## src/design/csm_pkg.sv

```systemverilog
// Shared types and constants for the CSR sparse matrix-vector multiplier.
`default_nettype none

package csm_pkg;

    localparam int VECTOR_DEPTH = 1024;
    localparam int ADDR_W       = $clog2(VECTOR_DEPTH);
    localparam int VLEN_W       = 11;
    localparam int INDEX_W      = 10;
    localparam int ROW_W        = 16;

    localparam logic [VLEN_W-1:0] VLEN_RESET = VLEN_W'(1024);

    typedef enum logic [1:0] {
        MODE_LOAD    = 2'd0,
        MODE_NONZERO = 2'd1,
        MODE_EMPTY   = 2'd2
    } t_mode;

    typedef struct packed {
        t_mode               mode;
        logic [INDEX_W-1:0]  index;
        logic signed [31:0]  value;
        logic                row_last;
    } t_in_item;

    typedef struct packed {
        logic [ROW_W-1:0]    row_number;
        logic signed [63:0]  row_sum;
        logic                saturated;
        logic                bad_column;
    } t_out_item;

    typedef struct packed {
        logic wr_vec;
        logic rd_vec;
        logic set_bad;
        logic mul;
        logic acc;
        logic emit;
        logic emit_zero;
    } t_cmd;

    typedef struct packed {
        logic col_bad;
        logic out_free;
    } t_status;

endpackage

`default_nettype wire

```

## src/design/csm_ctrl.sv

```systemverilog
// Controller state machine that sequences one input word at a time.
`default_nettype none

module csm_ctrl (
    input  wire logic            i_clk,
    input  wire logic            i_rst_n,
    input  wire logic            i_in_valid,
    output logic                 o_in_ready,
    input  wire csm_pkg::t_mode  i_mode,
    input  wire logic            i_last,
    input  wire csm_pkg::t_status i_status,
    output csm_pkg::t_cmd        o_cmd
);

    typedef enum logic [3:0] {
        S_IDLE = 4'b0001,
        S_MUL  = 4'b0010,
        S_ACC  = 4'b0100,
        S_EMIT = 4'b1000
    } t_state;

    t_state r_state, n_state;
    logic   r_last, n_last;
    logic   r_zero, n_zero;
    logic   accept;

    assign o_in_ready = (r_state == S_IDLE);
    assign accept     = i_in_valid && o_in_ready;

    always_comb begin
        n_state = r_state;
        n_last  = r_last;
        n_zero  = r_zero;
        o_cmd   = '0;
        unique case (r_state)
            S_IDLE: begin
                if (accept) begin
                    n_last = i_last;
                    n_zero = (i_mode == csm_pkg::MODE_EMPTY);
                    case (i_mode)
                        csm_pkg::MODE_LOAD: begin
                            o_cmd.wr_vec = 1'b1;
                        end
                        csm_pkg::MODE_NONZERO: begin
                            if (i_status.col_bad) begin
                                // An out-of-range column marks the row and is not multiplied.
                                o_cmd.set_bad = 1'b1;
                                if (i_last) begin
                                    n_state = S_EMIT;
                                end
                            end else begin
                                o_cmd.rd_vec = 1'b1;
                                n_state      = S_MUL;
                            end
                        end
                        csm_pkg::MODE_EMPTY: begin
                            n_state = S_EMIT;
                        end
                        default: begin
                        end
                    endcase
                end
            end
            S_MUL: begin
                o_cmd.mul = 1'b1;
                n_state   = S_ACC;
            end
            S_ACC: begin
                o_cmd.acc = 1'b1;
                n_state   = r_last ? S_EMIT : S_IDLE;
            end
            S_EMIT: begin
                if (i_status.out_free) begin
                    o_cmd.emit      = 1'b1;
                    o_cmd.emit_zero = r_zero;
                    n_state         = S_IDLE;
                end
            end
            default: begin
                n_state = S_IDLE;
            end
        endcase
    end

    always_ff @(posedge i_clk) begin
        if (!i_rst_n) begin
            r_state <= S_IDLE;
            r_last  <= 1'b0;
            r_zero  <= 1'b0;
        end else begin
            r_state <= n_state;
            r_last  <= n_last;
            r_zero  <= n_zero;
        end
    end

endmodule

`default_nettype wire

```

## config.mk

```make
export PLATFORM = sky130hd
export DESIGN_NAME = csm_ctrl
export DESIGN_NICKNAME = d
export VERILOG_FILES = /design/src/design/csm_pkg.sv /design/src/design/csm_ctrl.sv
export SDC_FILE = /design/constraint.sdc
export NUM_CORES = 1
export LEC_CHECK = 0
export ABC_CLOCK_PERIOD_IN_PS = 1420
export BUFFER_PORTS_ARGS = -buffer_cell sky130_fd_sc_hd__buf_2
export CAP_MARGIN = 20
export CORE_AREA = 2 2 39 41
export CTS_CLUSTER_SIZE = 24
export DETAILED_ROUTE_END_ITERATION = 8
export DIE_AREA = 0 0 41 43
export GPL_ROUTABILITY_DRIVEN = 0
export REMOVE_ABC_BUFFERS = 1
export SKIP_CTS_REPAIR_TIMING = 1
export SYNTH_ARGS = -nofsm -noshare
export SYNTH_HDL_FRONTEND = slang
export SYNTH_SLANG_ARGS = --single-unit
export TNS_END_PERCENT = 50
```

## constraint.sdc

```tcl
create_clock -name i_clk -period 1.42 [get_ports i_clk]
set_clock_uncertainty 0.2 [all_clocks]
set_input_delay 0.213 -clock i_clk [delete_from_list [all_inputs] [get_ports i_clk]]
set_output_delay 0.213 -clock i_clk [all_outputs]
set_load 0.02 [all_outputs]
```

==> summary.md <==
| Metric | Value |
|---|---|
| Tightest Pin Transition | between 0.5 and 0.6 ns |
| Die width | 41 um |
| Routed Antenna Nets | 0 |
| EDFF count, synth | 0 |
| Synthesis-to-layout area growth | 61.4% |
| Worst rel slew slack | 0.651 |
| Worst min path class | input port to flip-flop |
| Sequential cell area fraction in the yosys report | 0.331 |
| P_leak | 0.000263 uW |
| Synthesized area per cell | about 8.4 um^2 |
| Area of the multi-input gates | 245 um^2 |
| # diodes | 0 |
| Worst hold slack | between 0.0005 and 0.0006 ns |
| Largest net degree at the start of global routing | 7 |
| Area share of the leading cell type in the synthesized netlist | 0.331 |
| Number of port buffers | 15 |
| Post-synth top area cell | dfxtp_1 |
| TritonCTS Buffers | 3 |
| Synth Flop Type | dfxtp_1 |
| Drt wl/cell | 11.2 um |
| Final Hold Fails | 0 |
| H-tree levels | 1 |
| Initial Util | 0.262 |
| Ranking of synthesized cells by area | dfxtp_1 33%, nor4b_1 7.2%, o21ai_0 5.5% |
| Cells after synthesis | between 40 and 50 |
| Synth warn | 0 |
| Total congestion overflow | 0 |
| CP Launch Type | flip-flop |
| Worst Min Path Start | i_status[1] |
| Setup TNS | -4.69 ns |
| Post-Route WL | between 900 and 1000 um |
| Via count | around 420 |
| VDD IR max | 0.000410 V |
| CTS tree | yes |
| Core area | about 1400 um^2 |
| Root Driver | clkbuf_4 |
| First-pass GRT wire length | 1520 um |
| Clock sinks | 6 |
| Final setup vio count | 14 |
| Post-DP Area | approximately 530 um^2 |
| Total global-route track usage | 0.131 |
| Critical path endpoint category | primary output |
| Violated checks | negative setup slack |
| Clk buf depth | 2 |
| RSZ-0062 raised after global routing | true |
| Pwr/cell area | between 800 and 900 nW/um^2 |
| Number of global-route vias before repair | between 300 and 400 |
| Outcome | finished, violations left |
| I/O Pins | 16 |
| Critical path launch point | r_state[1]$_SDFFE_PN0P_ |
| Setup ws final | -0.529 ns |
| Num rows | 14 |
| Netlist cell types | 21 |
| Worst EP arrival | roughly 1.5 ns |
| Worst EP required | 1.01 ns |
| Synthesized area | between 300 and 400 um^2 |
| Layout cells sized above 1 | 0.521 |
| Initial DRC Count | 5 |
| Routed vias/inst | 4.87 |
| Reg area | between 100 and 150 um^2 |
| Final #Nets | 81 |
| Max-slew violations | 0 |
| Drt drc | 0 |
| Tcrit/Tclk final | 1.37 |
| TritonRoute pass-1 iters | 4 |
| Yosys reg bits | 6 |
| Fmax | between 500 and 600 MHz |
| Clock latency on the worst-skew pair | 0.25 ns |
| Die ar. | approximately 1800 um^2 |
| Maxcap violations | 0 |
| CTS clk-pin slew, worst paths | 0.05 ns |
| Die Span Y | about 43 um |
| Most numerous cell in the Yosys netlist | dfxtp_1 |
| FILL cells | approximately 150 |
| Post-synth ARST share | 0 |
| Cell area after layout | 586 um^2 |
| Critical path peak fanout | 5 |
| Initial antenna violation count | 0 |
| Minimum clock period | about 2 ns |
| Critical path type | flip-flop to primary output |
| Worst r2r src | r_state[1]$_SDFFE_PN0P_ |
| Commonest cells in the netlist | 6 x dfxtp_1, 4 x inv_1, 4 x o21ai_0 |
| Post-DP HPWL | between 700 and 800 um |
[routing by layer]
layer  global-route usage  part of all wire  vias to the layer above
li1                     -                 -                      215
met1                0.138              0.41                      190
met2                0.197              0.48                       17
met3               0.0628             0.085                        2
met4               0.0800             0.015                        0
met5                    0                 0                        -
[cell type report]
class	count	area share
Inverter	5	0.0342
Tap cell	16	0.0342
Clock buffer	3	0.0385
Multi-Input combinational cell	32	0.419
Sequential cell	6	0.205
Timing Repair Buffer	25	0.269
[worst paths after layout]
path | to | cells past startpoint | slack [ns]
max | o_cmd[6] | 3 | -0.53
min | r_state[1]$_SDFFE_PN0P_ | 2 | 0.0005
max reg2reg | r_state[1]$_SDFFE_PN0P_ | 5 | -0.27
min reg2reg | r_zero$_SDFFE_PN0P_ | 2 | 0.30
[state kept, by name (all words and copies together) (netlist names)]
name     flops
r_state      4
r_zero       1
r_last       1
[worst max-delay path, stage by stage, from the launching register on]
cell and delay [ns]:
dfxtp_1 0.31, or4b_4 0.58, nor4_1 0.19, buf_2 0.21
[logic make-up after synthesis]
logic type	after synthesis	share of synthesized area
AOI/OAI and AO/OA	13	0.238
DFF	6	0.331
and+or+nand+nor	19	0.376
buffers and inverters	5	0.0551
[where the power goes]
group	switching, uW	internal, uW	leakage (uW)
clock	62.6	95.7	0.0000138
sequential	5.77	179	0.0000489
combinational	79.6	71.6	0.000200
total	148	346	0.000263
[cells in the final DEF, fill, tap and decap left out, drive strengths merged]
master,n
nor2,3
a21oi,3
o21ai,5
a211oi,2
and2,2
inv,4
a2111oi,1
nor4,1
dfxtp,6
buf,25
a22oi,1
clkbuf,3
nand3,3
nor2b,3
nand2b,1
and3,1
a211o,1
nor3b,1
or4b,1
nor4b,3
clkinv,1
[metrics by stage]
stage | util | instances | worst slack, ns | power [uW]
after floorplan | - | 43 | -0.622 | 261
final | 0.423 | 87 | -0.529 | 494
after global placement | 0.380 | 83 | -0.296 | 319
after CTS | 0.396 | 86 | -0.557 | 482
after global routing | 0.423 | 87 | -0.587 | 526
after detailed placement | 0.380 | 83 | -0.299 | 319
Note: power is estimated with default switching activity, not from simulation.
